`src/hw/rtl/crcfrl_pkg.sv`:
```
`default_nettype none
// ---------------------------------------------------------------------------
// crcfrl_pkg
// Shared types, constants and the CRC-16/CCITT-FALSE byte update for the
// framed request link.
// ---------------------------------------------------------------------------
package crcfrl_pkg;

  // frame layout
  localparam int FRAME_LEN = 12;
  localparam int ADDR_W    = 4;

  localparam logic [3:0] POS_MAGIC   = 4'd0;
  localparam logic [3:0] POS_VERSION = 4'd1;
  localparam logic [3:0] POS_TYPE    = 4'd2;
  localparam logic [3:0] POS_SEQ     = 4'd3;
  localparam logic [3:0] POS_ARG_A   = 4'd4;
  localparam logic [3:0] POS_ARG_B   = 4'd5;
  localparam logic [3:0] POS_VAL_0   = 4'd6;
  localparam logic [3:0] POS_VAL_1   = 4'd7;
  localparam logic [3:0] POS_VAL_2   = 4'd8;
  localparam logic [3:0] POS_VAL_3   = 4'd9;
  localparam logic [3:0] POS_CRC_LO  = 4'd10;
  localparam logic [3:0] POS_CRC_HI  = 4'd11;

  // response byte that carries the echoed request sequence
  localparam logic [3:0] POS_ECHO_SEQ = 4'd4;
  // response byte that carries the free slot count
  localparam logic [3:0] POS_FREE     = 4'd5;
  // response byte that carries the buffer state
  localparam logic [3:0] POS_BUF_STATE = 4'd7;

  // crc
  localparam logic [15:0] CRC_INIT = 16'hFFFF;
  localparam logic [15:0] CRC_POLY = 16'h1021;

  localparam logic [7:0] BUF_FULL_MARK = 8'd4;

  // register indexes
  localparam logic [1:0] REG_MAGIC       = 2'd0;
  localparam logic [1:0] REG_VERSION     = 2'd1;
  localparam logic [1:0] REG_STATUS_TYPE = 2'd2;
  localparam logic [1:0] REG_ACK_TYPE    = 2'd3;

  // command codes
  localparam logic CMD_REQUEST = 1'b0;
  localparam logic CMD_RX_BYTE = 1'b1;

  // verdict codes
  localparam logic [1:0] VERDICT_OK       = 2'd0;
  localparam logic [1:0] VERDICT_UNAVAIL  = 2'd1;
  localparam logic [1:0] VERDICT_BUF_FULL = 2'd2;
  localparam logic [1:0] VERDICT_REJECTED = 2'd3;

  typedef enum logic {
    JOB_FRAMES  = 1'b0,
    JOB_VERDICT = 1'b1
  } job_kind_t;

  typedef struct packed {
    logic        command;
    logic [7:0]  msg_type;
    logic [7:0]  first_byte;
    logic [7:0]  second_byte;
    logic [31:0] value;
    logic [7:0]  rx_byte;
  } in_item_t;

  typedef struct packed {
    logic [7:0] tx_byte;
    logic       tx_valid;
    logic       last_of_run;
    logic       verdict_valid;
    logic [1:0] verdict;
    logic [7:0] free_slots;
  } out_item_t;

  typedef struct packed {
    logic [7:0] magic;
    logic [7:0] version;
    logic [7:0] status_type;
    logic [7:0] ack_type;
  } cfg_t;

  // one unit of work handed from the front to the back
  typedef struct packed {
    job_kind_t   kind;
    logic [7:0]  msg_type;
    logic [7:0]  first_byte;
    logic [7:0]  second_byte;
    logic [31:0] value;
    logic [7:0]  seq;
    logic [7:0]  free_slots;
    logic [1:0]  verdict;
  } job_t;

  // msb-first crc update over one byte
  function automatic logic [15:0] crc16_byte(input logic [15:0] crc_in,
                                             input logic [7:0]  data);
    logic [15:0] c;
    c = crc_in ^ {data, 8'h00};
    for (int i = 0; i < 8; i++) begin
      c = c[15] ? ((c << 1) ^ CRC_POLY) : (c << 1);
    end
    return c;
  endfunction

endpackage
`default_nettype wire

```
`src/hw/rtl/crcfrl_queue.sv`:
```
`default_nettype none
// ---------------------------------------------------------------------------
// crcfrl_queue
// Short job queue between the front and the back, one push and one pop
// per cycle.
// ---------------------------------------------------------------------------
module crcfrl_queue import crcfrl_pkg::*; #(
  parameter int DEPTH = 2
) (
  input  wire logic clk,
  input  wire logic rst_n,
  input  wire logic push,
  input  wire job_t push_job,
  output logic      full,
  input  wire logic pop,
  output logic      head_valid,
  output job_t      head_job
);

  localparam int PTR_W = (DEPTH > 1) ? $clog2(DEPTH) : 1;
  localparam int CNT_W = $clog2(DEPTH + 1);

  job_t             slot_r [DEPTH];
  logic [PTR_W-1:0] wr_ptr_r, wr_ptr_nxt;
  logic [PTR_W-1:0] rd_ptr_r, rd_ptr_nxt;
  logic [CNT_W-1:0] count_r, count_nxt;

  assign full       = (count_r == CNT_W'(DEPTH));
  assign head_valid = (count_r != '0);
  assign head_job   = slot_r[rd_ptr_r];

  // pointer and fill count update
  always_comb begin
    wr_ptr_nxt = wr_ptr_r;
    rd_ptr_nxt = rd_ptr_r;
    count_nxt  = count_r;
    if (push) begin
      wr_ptr_nxt = (wr_ptr_r == PTR_W'(DEPTH - 1)) ? '0 : wr_ptr_r + 1'b1;
    end
    if (pop) begin
      rd_ptr_nxt = (rd_ptr_r == PTR_W'(DEPTH - 1)) ? '0 : rd_ptr_r + 1'b1;
    end
    case ({push, pop})
      2'b10:   count_nxt = count_r + 1'b1;
      2'b01:   count_nxt = count_r - 1'b1;
      default: count_nxt = count_r;
    endcase
  end

  always_ff @(posedge clk) begin
    if (!rst_n) begin
      wr_ptr_r <= '0;
      rd_ptr_r <= '0;
      count_r  <= '0;
    end else begin
      wr_ptr_r <= wr_ptr_nxt;
      rd_ptr_r <= rd_ptr_nxt;
      count_r  <= count_nxt;
    end
  end

  // job storage
  always_ff @(posedge clk) begin
    if (push) begin
      slot_r[wr_ptr_r] <= push_job;
    end
  end

endmodule
`default_nettype wire

```
`src/hw/rtl/crcfrl_front.sv`:
```
`default_nettype none
// ---------------------------------------------------------------------------
// crcfrl_front
// Takes input beats, numbers requests, collects and checks response frames
// and queues one job per request or completed response.
// ---------------------------------------------------------------------------
module crcfrl_front import crcfrl_pkg::*; (
  input  wire logic     clk,
  input  wire logic     rst_n,
  input  wire logic     in_valid,
  output logic          in_stall,
  input  wire in_item_t in_data,
  input  wire cfg_t     cfg,
  input  wire logic     queue_full,
  output logic          push,
  output job_t          push_job
);

  logic [7:0]  seq_cnt_r, seq_cnt_nxt;
  logic [7:0]  req_seq_r, req_seq_nxt;
  logic [3:0]  rsp_cnt_r, rsp_cnt_nxt;
  logic [15:0] rsp_crc_r, rsp_crc_nxt;
  logic [7:0]  free_slots_r, free_slots_nxt;
  logic [7:0]  rsp_bytes_r [FRAME_LEN];

  logic        accept;
  logic        is_req;
  logic        rsp_last;
  logic [7:0]  seq_first;
  logic [15:0] got_crc;
  logic        frame_good;
  logic [1:0]  verdict;

  assign in_stall  = queue_full;
  assign accept    = in_valid & ~queue_full;
  assign is_req    = (in_data.command == CMD_REQUEST);
  assign rsp_last  = (rsp_cnt_r == 4'(FRAME_LEN - 1));
  assign seq_first = seq_cnt_r + 8'd1;
  assign push      = accept & (is_req | rsp_last);

  // response check, the incoming byte is the crc high byte
  assign got_crc    = {in_data.rx_byte, rsp_bytes_r[POS_CRC_LO]};
  assign frame_good = (rsp_bytes_r[POS_MAGIC] == cfg.magic) &&
                      (rsp_bytes_r[POS_VERSION] == cfg.version) &&
                      (rsp_crc_r == got_crc) &&
                      (rsp_bytes_r[POS_ECHO_SEQ] == req_seq_r);

  always_comb begin
    if (!frame_good) begin
      verdict = VERDICT_UNAVAIL;
    end else if (rsp_bytes_r[POS_TYPE] == cfg.ack_type) begin
      verdict = VERDICT_OK;
    end else if (rsp_bytes_r[POS_BUF_STATE] == BUF_FULL_MARK) begin
      verdict = VERDICT_BUF_FULL;
    end else begin
      verdict = VERDICT_REJECTED;
    end
  end

  // state update
  always_comb begin
    seq_cnt_nxt    = seq_cnt_r;
    req_seq_nxt    = req_seq_r;
    rsp_cnt_nxt    = rsp_cnt_r;
    rsp_crc_nxt    = rsp_crc_r;
    free_slots_nxt = free_slots_r;
    if (accept) begin
      if (is_req) begin
        seq_cnt_nxt = seq_cnt_r + 8'd2;
        req_seq_nxt = seq_first;
        rsp_cnt_nxt = '0;
        rsp_crc_nxt = CRC_INIT;
      end else if (rsp_last) begin
        rsp_cnt_nxt = '0;
        rsp_crc_nxt = CRC_INIT;
        if (frame_good) begin
          free_slots_nxt = rsp_bytes_r[POS_FREE];
        end
      end else begin
        rsp_cnt_nxt = rsp_cnt_r + 4'd1;
        if (rsp_cnt_r < POS_CRC_LO) begin
          rsp_crc_nxt = crc16_byte(rsp_crc_r, in_data.rx_byte);
        end
      end
    end
  end

  // job to queue
  always_comb begin
    push_job             = '0;
    push_job.msg_type    = in_data.msg_type;
    push_job.first_byte  = in_data.first_byte;
    push_job.second_byte = in_data.second_byte;
    push_job.value       = in_data.value;
    push_job.seq         = seq_first;
    if (is_req) begin
      push_job.kind       = JOB_FRAMES;
      push_job.free_slots = free_slots_r;
      push_job.verdict    = VERDICT_OK;
    end else begin
      push_job.kind       = JOB_VERDICT;
      push_job.free_slots = free_slots_nxt;
      push_job.verdict    = verdict;
    end
  end

  always_ff @(posedge clk) begin
    if (!rst_n) begin
      seq_cnt_r    <= '0;
      req_seq_r    <= '0;
      rsp_cnt_r    <= '0;
      rsp_crc_r    <= CRC_INIT;
      free_slots_r <= '0;
    end else begin
      seq_cnt_r    <= seq_cnt_nxt;
      req_seq_r    <= req_seq_nxt;
      rsp_cnt_r    <= rsp_cnt_nxt;
      rsp_crc_r    <= rsp_crc_nxt;
      free_slots_r <= free_slots_nxt;
    end
  end

  // response byte store
  always_ff @(posedge clk) begin
    if (accept && !is_req) begin
      rsp_bytes_r[rsp_cnt_r] <= in_data.rx_byte;
    end
  end

endmodule
`default_nettype wire

```
`src/hw/rtl/crcfrl_back.sv`:
```
`default_nettype none
// ---------------------------------------------------------------------------
// crcfrl_back
// Turns queued jobs into result beats: 24 frame bytes with running crc for a
// request, one verdict beat for a completed response.
// ---------------------------------------------------------------------------
module crcfrl_back import crcfrl_pkg::*; (
  input  wire logic      clk,
  input  wire logic      rst_n,
  input  wire logic      head_valid,
  input  wire job_t      head_job,
  input  wire cfg_t      cfg,
  output logic           pop,
  output logic           out_valid,
  input  wire logic      out_stall,
  output out_item_t      out_data
);

  logic [4:0]  byte_idx_r, byte_idx_nxt;
  logic [15:0] crc_r, crc_nxt;
  logic        out_valid_r, out_valid_nxt;
  out_item_t   out_data_r, out_data_nxt;

  logic        load;
  logic        step;
  logic        is_frames;
  logic        in_poll;
  logic        frames_last;
  logic [3:0]  frame_pos;
  logic [7:0]  frame_byte;
  out_item_t   beat;

  assign load        = ~out_valid_r | ~out_stall;
  assign step        = load & head_valid;
  assign is_frames   = (head_job.kind == JOB_FRAMES);
  assign in_poll     = (byte_idx_r >= 5'(FRAME_LEN));
  assign frame_pos   = in_poll ? 4'(byte_idx_r - 5'(FRAME_LEN)) : byte_idx_r[3:0];
  assign frames_last = (byte_idx_r == 5'(2 * FRAME_LEN - 1));
  assign pop         = step & (~is_frames | frames_last);

  // frame byte select, poll frame carries zero arguments
  always_comb begin
    case (frame_pos)
      POS_MAGIC:   frame_byte = cfg.magic;
      POS_VERSION: frame_byte = cfg.version;
      POS_TYPE:    frame_byte = in_poll ? cfg.status_type : head_job.msg_type;
      POS_SEQ:     frame_byte = in_poll ? head_job.seq + 8'd1 : head_job.seq;
      POS_ARG_A:   frame_byte = in_poll ? 8'd0 : head_job.first_byte;
      POS_ARG_B:   frame_byte = in_poll ? 8'd0 : head_job.second_byte;
      POS_VAL_0:   frame_byte = in_poll ? 8'd0 : head_job.value[7:0];
      POS_VAL_1:   frame_byte = in_poll ? 8'd0 : head_job.value[15:8];
      POS_VAL_2:   frame_byte = in_poll ? 8'd0 : head_job.value[23:16];
      POS_VAL_3:   frame_byte = in_poll ? 8'd0 : head_job.value[31:24];
      POS_CRC_LO:  frame_byte = crc_r[7:0];
      POS_CRC_HI:  frame_byte = crc_r[15:8];
      default:     frame_byte = 8'd0;
    endcase
  end

  // result beat
  always_comb begin
    beat            = '0;
    beat.free_slots = head_job.free_slots;
    if (is_frames) begin
      beat.tx_byte     = frame_byte;
      beat.tx_valid    = 1'b1;
      beat.last_of_run = frames_last;
    end else begin
      beat.last_of_run   = 1'b1;
      beat.verdict_valid = 1'b1;
      beat.verdict       = head_job.verdict;
    end
  end

  // byte counter and running crc
  always_comb begin
    byte_idx_nxt = byte_idx_r;
    crc_nxt      = crc_r;
    if (step && is_frames) begin
      byte_idx_nxt = frames_last ? 5'd0 : byte_idx_r + 5'd1;
      if (frame_pos < POS_CRC_LO) begin
        crc_nxt = crc16_byte(crc_r, frame_byte);
      end else if (frame_pos == POS_CRC_HI) begin
        crc_nxt = CRC_INIT;
      end
    end
  end

  // output register
  always_comb begin
    out_valid_nxt = load ? head_valid : out_valid_r;
    out_data_nxt  = step ? beat : out_data_r;
  end

  always_ff @(posedge clk) begin
    if (!rst_n) begin
      byte_idx_r  <= '0;
      crc_r       <= CRC_INIT;
      out_valid_r <= 1'b0;
    end else begin
      byte_idx_r  <= byte_idx_nxt;
      crc_r       <= crc_nxt;
      out_valid_r <= out_valid_nxt;
    end
  end

  always_ff @(posedge clk) begin
    out_data_r <= out_data_nxt;
  end

  assign out_valid = out_valid_r;
  assign out_data  = out_data_r;

endmodule
`default_nettype wire

```
`src/hw/rtl/crc16_framed_request_link_top.sv`:
```
`default_nettype none
// First result beat: the job is written into a queue slot, then the back end registers the beat onto out_data.
// Throughput: a request gives 24 beats at one per cycle while out_stall is low, set by the back end's byte
// counter; a completed response gives one beat.
// Response bytes that do not complete a frame give no beat.
// Reset: synchronous, active low; clears counters, queue, output valid and the four
// registers; the response byte store is not cleared.
// ---------------------------------------------------------------------------
// crc16_framed_request_link_top
// Framed request/poll link with crc-16 framing, response checking and an
// apb-style register port.
// ---------------------------------------------------------------------------
module crc16_framed_request_link_top import crcfrl_pkg::*; #(
  parameter int QUEUE_DEPTH = 2
) (
  input  wire logic              clk,
  input  wire logic              rst_n,
  input  wire logic              in_valid,
  output logic                   in_stall,
  input  wire in_item_t          in_data,
  output logic                   out_valid,
  input  wire logic              out_stall,
  output out_item_t              out_data,
  input  wire logic              psel,
  input  wire logic              penable,
  input  wire logic              pwrite,
  input  wire logic [ADDR_W-1:0] paddr,
  input  wire logic [31:0]       pwdata,
  output logic [31:0]            prdata,
  output logic                   pready
);

  cfg_t       cfg_r, cfg_nxt;
  logic       cfg_wr;
  logic [1:0] reg_idx;

  logic       q_full;
  logic       q_push;
  job_t       q_push_job;
  logic       q_pop;
  logic       q_head_valid;
  job_t       q_head_job;

  // register port
  assign pready  = 1'b1;
  assign reg_idx = paddr[3:2];
  assign cfg_wr  = psel & penable & pwrite;

  always_comb begin
    cfg_nxt = cfg_r;
    if (cfg_wr) begin
      case (reg_idx)
        REG_MAGIC:       cfg_nxt.magic       = pwdata[7:0];
        REG_VERSION:     cfg_nxt.version     = pwdata[7:0];
        REG_STATUS_TYPE: cfg_nxt.status_type = pwdata[7:0];
        REG_ACK_TYPE:    cfg_nxt.ack_type    = pwdata[7:0];
        default:         cfg_nxt             = cfg_r;
      endcase
    end
  end

  always_comb begin
    case (reg_idx)
      REG_MAGIC:       prdata = {24'd0, cfg_r.magic};
      REG_VERSION:     prdata = {24'd0, cfg_r.version};
      REG_STATUS_TYPE: prdata = {24'd0, cfg_r.status_type};
      REG_ACK_TYPE:    prdata = {24'd0, cfg_r.ack_type};
      default:         prdata = 32'd0;
    endcase
  end

  always_ff @(posedge clk) begin
    if (!rst_n) begin
      cfg_r <= '0;
    end else begin
      cfg_r <= cfg_nxt;
    end
  end

  // front end
  crcfrl_front u_front (
    .clk        (clk),
    .rst_n      (rst_n),
    .in_valid   (in_valid),
    .in_stall   (in_stall),
    .in_data    (in_data),
    .cfg        (cfg_r),
    .queue_full (q_full),
    .push       (q_push),
    .push_job   (q_push_job)
  );

  // job queue
  crcfrl_queue #(
    .DEPTH (QUEUE_DEPTH)
  ) u_queue (
    .clk        (clk),
    .rst_n      (rst_n),
    .push       (q_push),
    .push_job   (q_push_job),
    .full       (q_full),
    .pop        (q_pop),
    .head_valid (q_head_valid),
    .head_job   (q_head_job)
  );

  // back end
  crcfrl_back u_back (
    .clk        (clk),
    .rst_n      (rst_n),
    .head_valid (q_head_valid),
    .head_job   (q_head_job),
    .cfg        (cfg_r),
    .pop        (q_pop),
    .out_valid  (out_valid),
    .out_stall  (out_stall),
    .out_data   (out_data)
  );

  // a full queue means the back end has a beat on offer
  a_stall_busy: assert property (@(posedge clk) disable iff (!rst_n)
    in_stall |-> out_valid)
    else $error("queue full while no result beat is offered");

  // frame bytes stream without gaps until the last one
  a_frame_stream: assert property (@(posedge clk) disable iff (!rst_n)
    (out_valid && !out_stall && out_data.tx_valid && !out_data.last_of_run)
      |=> out_valid)
    else $error("gap inside a frame run");

  // reset leaves output empty and input open
  a_reset_state: assert property (@(posedge clk)
    !rst_n |=> (!out_valid && !in_stall))
    else $error("output or stall active after reset");

endmodule
`default_nettype wire

```
`config.mk`:
```
export PLATFORM = sky130hd
export DESIGN_NAME = crc16_framed_request_link_top
export DESIGN_NICKNAME = d
export VERILOG_FILES = /design/src/hw/rtl/crcfrl_pkg.sv /design/src/hw/rtl/crcfrl_queue.sv /design/src/hw/rtl/crcfrl_front.sv /design/src/hw/rtl/crcfrl_back.sv /design/src/hw/rtl/crc16_framed_request_link_top.sv
export SDC_FILE = /design/constraint.sdc
export NUM_CORES = 1
export LEC_CHECK = 0
export BUFFER_PORTS_ARGS = -buffer_cell sky130_fd_sc_hd__buf_2
export CORE_MARGIN = 5
export CORE_UTILIZATION = 50
export DETAILED_ROUTE_END_ITERATION = 7
export PLACE_DENSITY = 0.73
export SLEW_MARGIN = 15
export SYNTH_ARGS = -nofsm -noshare
export SYNTH_HDL_FRONTEND = slang
export SYNTH_SLANG_ARGS = --single-unit
```
`constraint.sdc`:
```
create_clock -name clk -period 5.3 [get_ports clk]
set_input_delay 1.06 -clock clk [delete_from_list [all_inputs] [get_ports clk]]
set_output_delay 1.06 -clock clk [all_outputs]
set_load 0.1 [all_outputs]
```
==> results of run 1 <==
## area by class of cell
| cell class | instances | area [um2] | share of cell area (%) |
|---|---|---|---|
| flip-flops and latches | 327 | 8800 | 54.2 |
| multi-input cells | 718 | 5170 | 31.9 |
| clock buffers | 41 | 855 | 5.26 |
| repair buffers | 123 | 656 | 4.04 |
| well taps | 384 | 480 | 2.96 |
| clock inverters | 15 | 204 | 1.26 |
| inverters | 16 | 60.1 | 0.370 |
| diodes | 1 | 2.50 | 0.0154 |
## worst min-delay path: cells and delay by family (launching register included)
kind            cells  cell delay (ps)
flops               1              320
simple gates        1               60
compound gates      1               50
## metrics by stage
step                utilization (%)  instances  hold WS (ps)  total power [W]  area (um2)
detailed placement             53.3       1568           468          0.00487       15200
floorplan                         -       1131           448          0.00451       14400
global placement               53.3       1568           467          0.00483       15200
finish                         57.0       1625           474          0.00710       16200
global route                   57.0       1625           489          0.00738       16200
CTS                            57.0       1624           477          0.00714       16200
## report_power, final
| part | switching (W) | internal (W) |
|---|---|---|
| Combinational | 0.00118 | 0.000502 |
| Clock | 0.000915 | 0.00137 |
| Sequential | 0.000167 | 0.00297 |
## cells by family after synthesis
family / after synthesis / synth area share [%]
buffers and inverters: 86 / 3.18
XOR/XNOR: 85 / 5.87
multiplexers: 118 / 9.42
AO/OA/AOI/OAI: 174 / 8.79
adder cells (fa/ha/maj): 13 / 1.14
flip-flops: 327 / 61.4
other: 2 / 0.0524
AND/OR/NAND/NOR: 303 / 10.1
## final timing paths
kind,startpoint,to,slack (ps),depth (start not counted)
setup reg to reg,register,u_back.crc_r[6]$_SDFFE_PN1P_,1450,9
setup / recovery,register,u_back.crc_r[6]$_SDFFE_PN1P_,1450,9
hold reg to reg,u_front.req_seq_r[1]$_SDFFE_PN0P_,u_front.req_seq_r[1]$_SDFFE_PN0P_,470,2
hold / removal,u_front.req_seq_r[1]$_SDFFE_PN0P_,u_front.req_seq_r[1]$_SDFFE_PN0P_,470,2
## per-layer routing
layer	share of wire (%)	global-route usage, %	up-vias
met5	0.040	0	-
met2	46	31.7	352
met4	3.1	7.27	2
li1	-	-	4296
met3	7.4	3.31	67
met1	43	27.9	4513
## layout by cell type, fill, tap and decap left out, types with 10 or more instances in the layout
cell type,count
mux2i_1,61
buf_4,10
o21ai_0,21
o32ai_1,11
xnor2_1,57
nand2_1,65
conb_1,25
mux2_1,16
or3_1,11
dfxtp_1,101
a21oi_1,30
xor2_1,21
o22ai_1,10
nand4_1,17
nand3_1,22
nor2_1,107
inv_1,14
ha_1,13
edfxtp_1,225
a22oi_1,19
buf_2,112
nor3_1,16
clkbuf_16,32
mux2_2,31
and2_1,17
a211oi_1,12
## state kept, by name, indices dropped and copies added (netlist names), named ones only
signal / count
u_front.seq_cnt_r: 7
u_queue.wr_ptr_r: 1
u_back.out_valid: 1
u_back.crc_r: 16
u_front.rsp_cnt_r: 4
u_queue.slot_r: 148
u_front.free_slots_r: 8
u_back.byte_idx_r: 5
u_front.rsp_bytes_r: 56
u_queue.count_r: 2
u_front.req_seq_r: 8
u_queue.rd_ptr_r: 1
cfg_r: 32
u_back.out_data: 21
u_front.rsp_crc_r: 16
==> metrics.txt, run 1 <==
Post-synth EDFFs=approximately 230; FILL cells=approximately 2,300; initial core utilization=between 50% and 60%; critical path cell sequence=buf_4, mux2_2, a222oi_1, nor2_1, o31a_1, o31a_1, nor2_2, xnor3_1, a21oi_1; antenna-violating nets left=0; Crit. End Element=register; Worst Tran Pin Value=between 1000 and 1500 ps; H-tree lvl count=1; Synth top area share=a little under half; Total GRT Usage=~20%; Post-CTS Setup Repair Bufs=0; period utilization=72.6%; synthesized area=14,300 um2; Synth top cells by count=edfxtp_1 (225), nor2_1 (108), dfxtp_1 (102); Max Root-Sink Buffers=3; post-cts sizing count=0; Placement Setup Slack=1250 ps; clock-pin transition on the worst setup and hold timing paths=around 60 ps; top-count cell post-synth=edfxtp_1; pin count of the biggest net entering global routing=65; Setup TNS=0 ps; Area contributors post-synth=edfxtp_1 (47%), dfxtp_1 (14%), mux2i_1 (4.3%); Slew headroom=a little over a fifth; NumNets Final=1,338; status=complete, no violations; gpl congestion=between 0.9 and 1; Final Hold Fails=0; worst-path maximum fanout=45; Final setup viols=0; Syn Area/Cell=12.9 um2; die width=179 um; Synth Register Bits=between 300 and 400; WP data required=just under 6000 ps; placed wire-length estimate=around 22,000 um; Area Overhead vs Synth=13.3%; most used cell, CP=o31a_1; pwr/cell area=roughly 440 nW/um2; Root Buffer=clkbuf_16; initial antenna violation count=2; post-synth top area cell=edfxtp_1; setup ws final=roughly 1500 ps; GRT overflow=0; die height=~180 um; ys async rst share=0%; fraction of layout cells with a size suffix above 1=a little under a fifth; port bufs=between 100 and 150; row count=62; Crit Path Class=reg -> reg; vias in the first global route=a little over 9,000; element type at the critical path start=register; first-pass GRT wire length=49,900 um; WL final=32,400 um; CTS Sinks=327; FMAX=roughly 260 MHz; CTS Buf Count=31; DRC=0; final slew viol count=0; core area=about 28,000 um2; CP top delay family=compound AO/OA/AOI/OAI gates; Synth cell types=71; TritonCTS clock tree=yes; min-delay worst type=reg -> reg; Most used DFF post-synth=edfxtp_1; fin crit period=3850 ps; RSZ-0062 raised after global routing=false; Ys Warns=0; peak supply drop=about 0.28 mV; Max Clock Skew=~11 ps; drt first pass iters=5; CP arrival=approximately 4300 ps; later-pin clock latency in the skew report=approximately 550 ps; Via Count=slightly above 9,000; Via density=5.68; Max stage delay on crit path=770 ps; P_leak=just under 6 nW; Die ar.=32,100 um2; Max-Cap Viols=0; io pins=164; WL per Instance=about 20 um; Slowest-stage cell, CP=dfxtp_4; CP Buf/Inv Count=1; hold buffers post-CTS=0; initial DRC count=959; post-synthesis cell count=around 1,100; Seq/Total Area, Yosys=roughly three fifths
Note: power is estimated with default switching activity, not from simulation.
==> inputs of run 2 (changes only) <==
Settings changed: ABC_AREA set to 1, PLACE_DENSITY 0.73 to 0.7.
Clock period 5.3 ns to 4 ns, I/O delays scaled along.
==> run 2 against run 1 <==
Net effect: fmax rose by 26%; setup slack got worse by 510 ps; utilization rose by 0.80 points; synthesized area rose by 3.4%; flip-flop and latch count did not move; register-to-register slack got worse by 510 ps; combinational power rose by 12%; non-clock buffer count rose by 18; critical path type unchanged; largest cell class unchanged.
==> metrics.txt, run 2 <==
Post-Synth XOR/XNOR Area=3.43% (-2.4 points); WL per Instance=17.1 um (-14%); commonest non-fill, non-tap cell in the layout=nand2_1; CP arrival=3470 ps (-860 ps); row count=63 (+1.6%); die width=182 um (+1.6%); top-count cell post-synth=nand2_1; Via density=5.38 (-5.2%); GRT met3 Usage=2.85% (-0.46 points); NumNets Final=1,816 (+36%); post-layout util=57.8% (+0.80 points); CTS Sinks=327 (unchanged); fin crit period=3060 ps (-789 ps); GRT overflow=0 (unchanged); Post-CTS Setup Repair Bufs=0 (unchanged); P_leak=7.01 nW (+19%); Placed Area=15,800 um2 (+4.1%); FMAX=327 MHz (+26%); fraction of layout cells with a size suffix above 1=14.2% (-4.0 points); initial antenna violation count=0 (-2); Final Hold Fails=0 (unchanged); Design Area, Final=17,000 um2 (+5.0%); WP data required=4410 ps (-1370 ps); worst-path maximum fanout=41 (-8.9%); drt first pass iters=5 (unchanged); Total GRT Usage=21.5% (+1.6 points); period utilization=76.5% (+3.9 points); mux contribution to synthesized area=0% (-9.4 points); simple-gate share of the synthesized area=21.9% (+12 points); ys async rst share=0% (unchanged); Crit. End Element=register; adder-cell share of the synthesized area=1.10% (-0.037 points); total power=0.00933 W (+31%); Seq/Total Area, Yosys=59.4% (-2.0 points); Placement Setup Slack=852 ps (-393 ps); final slew viol count=0 (unchanged); DRC=0 (unchanged); io pins=164 (unchanged); CTS Buf Count=37 (+19%); pin count of the biggest net entering global routing=61 (-6.2%); Via Count=11,376 (+23%); Area Overhead vs Synth=15.1%; post-synth top area cell=edfxtp_1; initial core utilization=50.2% (-0.074 points); GR Util met1=30.2% (+2.4 points); max FFs per register=148 (unchanged); hold buffers post-CTS=0 (unchanged); TritonCTS clock tree=yes; Area contributors post-synth=edfxtp_1 (46%), dfxtp_1 (14%), nand2_1 (11%); vias in the first global route=10,898 (+19%); peak supply drop=0.362 mV (+28%); status=complete, no violations; met2 track demand over resource=35.8% (+4.1 points); Root Buffer=clkbuf_16; Synth Register Bits=327 (unchanged); H-tree lvl count=2 (+1); pwr/cell area=547 nW/um2 (+25%); initial DRC count=856 (-11%); Biggest register=u_queue.slot_r; largest family of logic cells by synthesized area=simple AND/OR/NAND/NOR gates; WL final=36,200 um (+12%); Syn Area/Cell=9.45 um2 (-27%); Synth top area share=45.6% (-1.6 points); Most used DFF post-synth=edfxtp_1; core area=29,500 um2 (+3.6%); Synth top cells by count=nand2_1 (449), edfxtp_1 (225), nor2_1 (121); compound-cell area share of the yosys netlist=8.34% (-0.45 points); element type at the critical path start=register; Crit Path Class=reg -> reg; Ys Warns=0 (unchanged); antenna-violating nets left=0 (unchanged); port bufs=112 (unchanged); first-pass GRT wire length=57,700 um (+15%); Slew headroom=45.4% (+24 points); setup ws final=941 ps (-511 ps); post-synthesis cell count=1,567 (+41%); Max Clock Skew=23.0 ps (+12.4 ps); post-cts sizing count=0 (unchanged); later-pin clock latency in the skew report=520 ps (-30 ps); gpl congestion=0.935 (+2.9%); Final setup viols=0 (unchanged); Synth cell types=44 (-38%); RSZ-0062 raised after global routing=false; Post-synth EDFFs=225 (unchanged); synthesized area=14,800 um2 (+3.4%); min-delay worst type=reg -> reg; clock-pin transition on the worst setup and hold timing paths=60 ps (about the same); Most Crowded Layer GR=met2; Worst Tran Pin Value=814 ps (-371 ps); n_diodes=0 (-1); Max-Cap Viols=0 (unchanged); placed wire-length estimate=24,900 um (+13%); Die ar.=33,200 um2 (+3.2%); most frequent cells in the layout=nand2_1 (449), edfxtp_1 (225), nor2_1 (119); die height=182 um (+1.6%); Max Root-Sink Buffers=3 (unchanged); Regs by FF count=u_queue.slot_r: 148 flops, u_front.rsp_bytes_r: 56 flops, cfg_r: 32 flops
-- run 2: cell type report --
type | count | area [um2]
well taps | 390 | 488
multi-input cells | 1082 | 5260
repair buffers | 141 | 841
clock inverters | 17 | 169
fillers | 2565 | 12400
inverters | 106 | 398
clock buffers | 50 | 1090
flip-flops and latches | 327 | 8800
-- run 2: critical path: stages, from the launching register on --
cell and delay, ps:
dfxtp_1 500, nand2_1 150, nand2_4 440, inv_2 290, nand2_1 120, o21ai_0 90, nand2_1 80, nand2_1 40
nor2_1 350, nand3_1 280, nand2_1 120, nand2_1 80, nand2_1 80, nand2_2 70, nand2_1 70, nand3_1 60
nand2_1 60, nand2_1 40
-- run 2: path summary, 6_finish.rpt --
path	endpoint	depth (start not counted)	slack, ps	startpoint
hold reg to reg	u_queue.rd_ptr_r$_SDFFE_PN0P_	1	460	u_queue.rd_ptr_r$_SDFFE_PN0P_
hold / removal	u_queue.rd_ptr_r$_SDFFE_PN0P_	1	460	u_queue.rd_ptr_r$_SDFFE_PN0P_
setup reg to reg	u_back.crc_r[12]$_SDFFE_PN1P_	17	940	u_back.byte_idx_r[2]$_SDFFE_PN0P_
setup / recovery	u_back.crc_r[12]$_SDFFE_PN1P_	17	940	u_back.byte_idx_r[2]$_SDFFE_PN0P_
-- run 2: cells by family (layout without fill, tap and decap cells) --
kind of cell	after synthesis	after routing
compound gates	235	235
xor+xnor	58	58
fa+ha+maj	13	13
buf+inv	181	314
flops	327	327
other cells	2	25
simple gates	751	751
-- run 2: metrics by stage --
step | setup TNS [ps] | std cells | hold WS (ps)
floorplan | -183 | 1590 | 426
global placement | 0 | 2046 | 428
detailed placement | 0 | 2046 | 455
CTS | 0 | 2113 | 456
global route | 0 | 2113 | 454
finish | 0 | 2113 | 459
-- run 2: metal layers --
| metal | up-vias | share of wire [%] |
|---|---|---|
| met5 | - | 0 |
| met2 | 431 | 48 |
| met1 | 5393 | 43 |
| met3 | 60 | 6.9 |
| li1 | 5492 | - |
| met4 | 0 | 2.0 |
-- run 2: where the power goes --
part	total [W]	switching, W	internal [W]
Sequential	0.00401	0.000136	0.00388
Combinational	0.00189	0.00143	0.000454
Clock	0.00343	0.00132	0.00211
==> inputs of run 3 (changes only) <==
Clock period 4 ns to 3.2 ns, I/O delays scaled along.
==> run 3 against run 2 <==
Net effect: utilization is 0.33 points lower; register-to-register slack got worse by 550 ps; clock power increased by 16%; routed wire length decreased by 1.1%; via count fell by 1.9%; highest routed layer unchanged.
==> metrics.txt, run 3 (same netlist as run 2, synthesis figures left out) <==
Slew headroom=61.0% (+16 points); Max stage delay on crit path=430 ps (-70 ps); worst-path maximum fanout=17 (-59%); Placement Setup Slack=468 ps (-384 ps); Max-Cap Viols=0 (unchanged); first-pass GRT wire length=56,800 um (-1.5%); Worst Tran Pin Value=579 ps (-235 ps); WP data required=3610 ps (-800 ps); WL per Instance=17.0 um (-1.0%); most used cell, CP=nand2_1; GRT overflow=0 (unchanged); CP top delay family=simple AND/OR/NAND/NOR gates; Design Area, Final=16,900 um2 (-0.57%); CTS Sinks=327 (unchanged); commonest non-fill, non-tap cell in the layout=nand2_1; Final Hold Fails=0 (unchanged); setup ws final=390 ps (-552 ps); RSZ-0062 raised after global routing=false; element type at the critical path start=register; initial core utilization=50.2% (unchanged); post-layout util=57.5% (-0.33 points); Worst R2R Setup Slack=390 ps (-550 ps); metal3 WL=2270 um (-9.8%); Die ar.=33,200 um2 (unchanged); RR Endpoint=u_back.crc_r[13]$_SDFFE_PN1P_; period utilization=87.8% (+11 points); Final setup viols=0 (unchanged); critical path cell sequence=inv_1, ha_1, nand2_4, nand2_8, nand3_1, inv_2, o21ai_0, nand2_1, nor2_1, nand3_1, nand2_1, nand2_1, nand2_1, nand2_2, nand2_1, nand3_1, nand2_1, nand2_1; row count=63 (unchanged); Root Buffer=clkbuf_16; Biggest register=u_queue.slot_r; hold worst-path end=u_queue.slot_r[1][59]$_DFFE_PP_; drt first pass iters=5 (unchanged); pwr/cell area=670 nW/um2 (+22%); later-pin clock latency in the skew report=520 ps (about the same); FILL cells=2,513 (-2.0%); status=complete, no violations; vias in the first global route=10,651 (-2.3%); antenna-violating nets left=0 (unchanged); WL final=35,800 um (-1.1%); Max Root-Sink Buffers=3 (unchanged); port bufs=112 (unchanged); clock-pin transition on the worst setup and hold timing paths=60 ps (about the same); gpl congestion=0.913 (-2.3%); Max Clock Skew=28.1 ps (+5.13 ps); H-tree lvl count=2 (unchanged); initial antenna violation count=0 (unchanged); P_leak=6.96 nW (-0.68%); final slew viol count=0 (unchanged); hold path start=in_data[49]; Via Count=11,161 (-1.9%); top sig layer=met4; Regs by FF count=u_queue.slot_r: 148 flops, u_front.rsp_bytes_r: 56 flops, cfg_r: 32 flops; core area=29,500 um2 (unchanged); min-delay worst type=in -> reg; most frequent cells in the layout=nand2_1 (449), edfxtp_1 (225), nor2_1 (119); hold buffers post-CTS=0 (unchanged); n_diodes=0 (unchanged); Crit Path Class=reg -> reg; CTS Buf Count=35 (-5.4%); io pins=164 (unchanged); FMAX=356 MHz (+8.8%); Reg2Reg Depth=18 (+1); R2R Path Start=u_back.byte_idx_r[3]$_SDFFE_PN0P_; DRC=0 (unchanged); Total GRT Usage=21.3% (-0.23 points); CP arrival=3220 ps (-250 ps); Via density=5.28 (-1.8%); fraction of layout cells with a size suffix above 1=14.0% (-0.22 points); CP startpoint=u_back.byte_idx_r[3]$_SDFFE_PN0P_; Crit. End Element=register; initial DRC count=830 (-3.0%); post-cts sizing count=0 (unchanged); peak supply drop=0.508 mV (+40%); placed wire-length estimate=24,600 um (-1.2%); max FFs per register=148 (unchanged); hold path depth=1 (unchanged); pin count of the biggest net entering global routing=76 (+25%); wl on met1=15,900 um (+2.2%); die height=182 um (unchanged); metal2 WL=17,200 um (-1.9%); NumNets Final=1,816 (unchanged); die width=182 um (unchanged); Area Overhead vs Synth=14.4%; Post-CTS Setup Repair Bufs=0 (unchanged); fin crit period=2810 ps (-248 ps); Placed Area=15,800 um2 (+0.17%); Slowest-stage cell, CP=dfxtp_1; TritonCTS clock tree=yes; CP Buf/Inv Count=2 (+1)
run 3: how the worst max path moves through the flow:
| stage | end | cells after the start | slack (ps) |
|---|---|---|---|
| after floorplan | prdata[1] | 3 | -570 |
| after detailed placement | u_back.crc_r[13]$_SDFFE_PN1P_ | 18 | 470 |
| final | u_back.crc_r[13]$_SDFFE_PN1P_ | 18 | 390 |
| after CTS | u_back.crc_r[13]$_SDFFE_PN1P_ | 18 | 440 |
| after global routing | u_back.crc_r[7]$_SDFFE_PN1P_ | 17 | 120 |
| after global placement | u_back.crc_r[13]$_SDFFE_PN1P_ | 18 | 510 |
run 3: routing by layer:
metal,up-vias,global-route usage [%]
li1,5488,-
met1,5251,29.8
met2,372,36.0
met3,50,2.77
met4,0,4.44
met5,-,0
run 3: worst reg2reg max path, stage by stage, from the launching register on:
cell and delay, ps:
dfxtp_1 430, inv_1 120, ha_1 340, nand2_4 110, nand2_8 120, nand3_1 150
inv_2 80, o21ai_0 90, nand2_1 80, nor2_1 360, nand3_1 210, nand2_1 100
nand2_1 80, nand2_1 130, nand2_2 60, nand2_1 50, nand3_1 60, nand2_1 70
nand2_1 60
run 3: power by group:
part | leakage [nW] | switching (W) | internal [W] | total (W)
sequential | 2.91 | 0.000160 | 0.00485 | 0.00501
combinational | 3.50 | 0.00179 | 0.000584 | 0.00237
clock | 0.551 | 0.00163 | 0.00234 | 0.00398
run 3: stage by stage:
step                power (W)  instances  hold slack, ps  TNS, ps
CTS                    0.0114       2112             298        0
finish                 0.0114       2112             312        0
global placement      0.00743       2048             430        0
detailed placement    0.00747       2048             448        0
global route           0.0119       2112             294        0
floorplan             0.00689       1590             426    -1140
run 3: final cells by class:
type	instances	area [um2]	area share, %
clock buffer	45	945	5.57
multi-input combinational	1082	5260	31.0
timing repair buffer	143	868	5.12
inverter	106	398	2.35
clock inverter	19	188	1.11
sequential	327	8800	51.9
tap	390	488	2.88
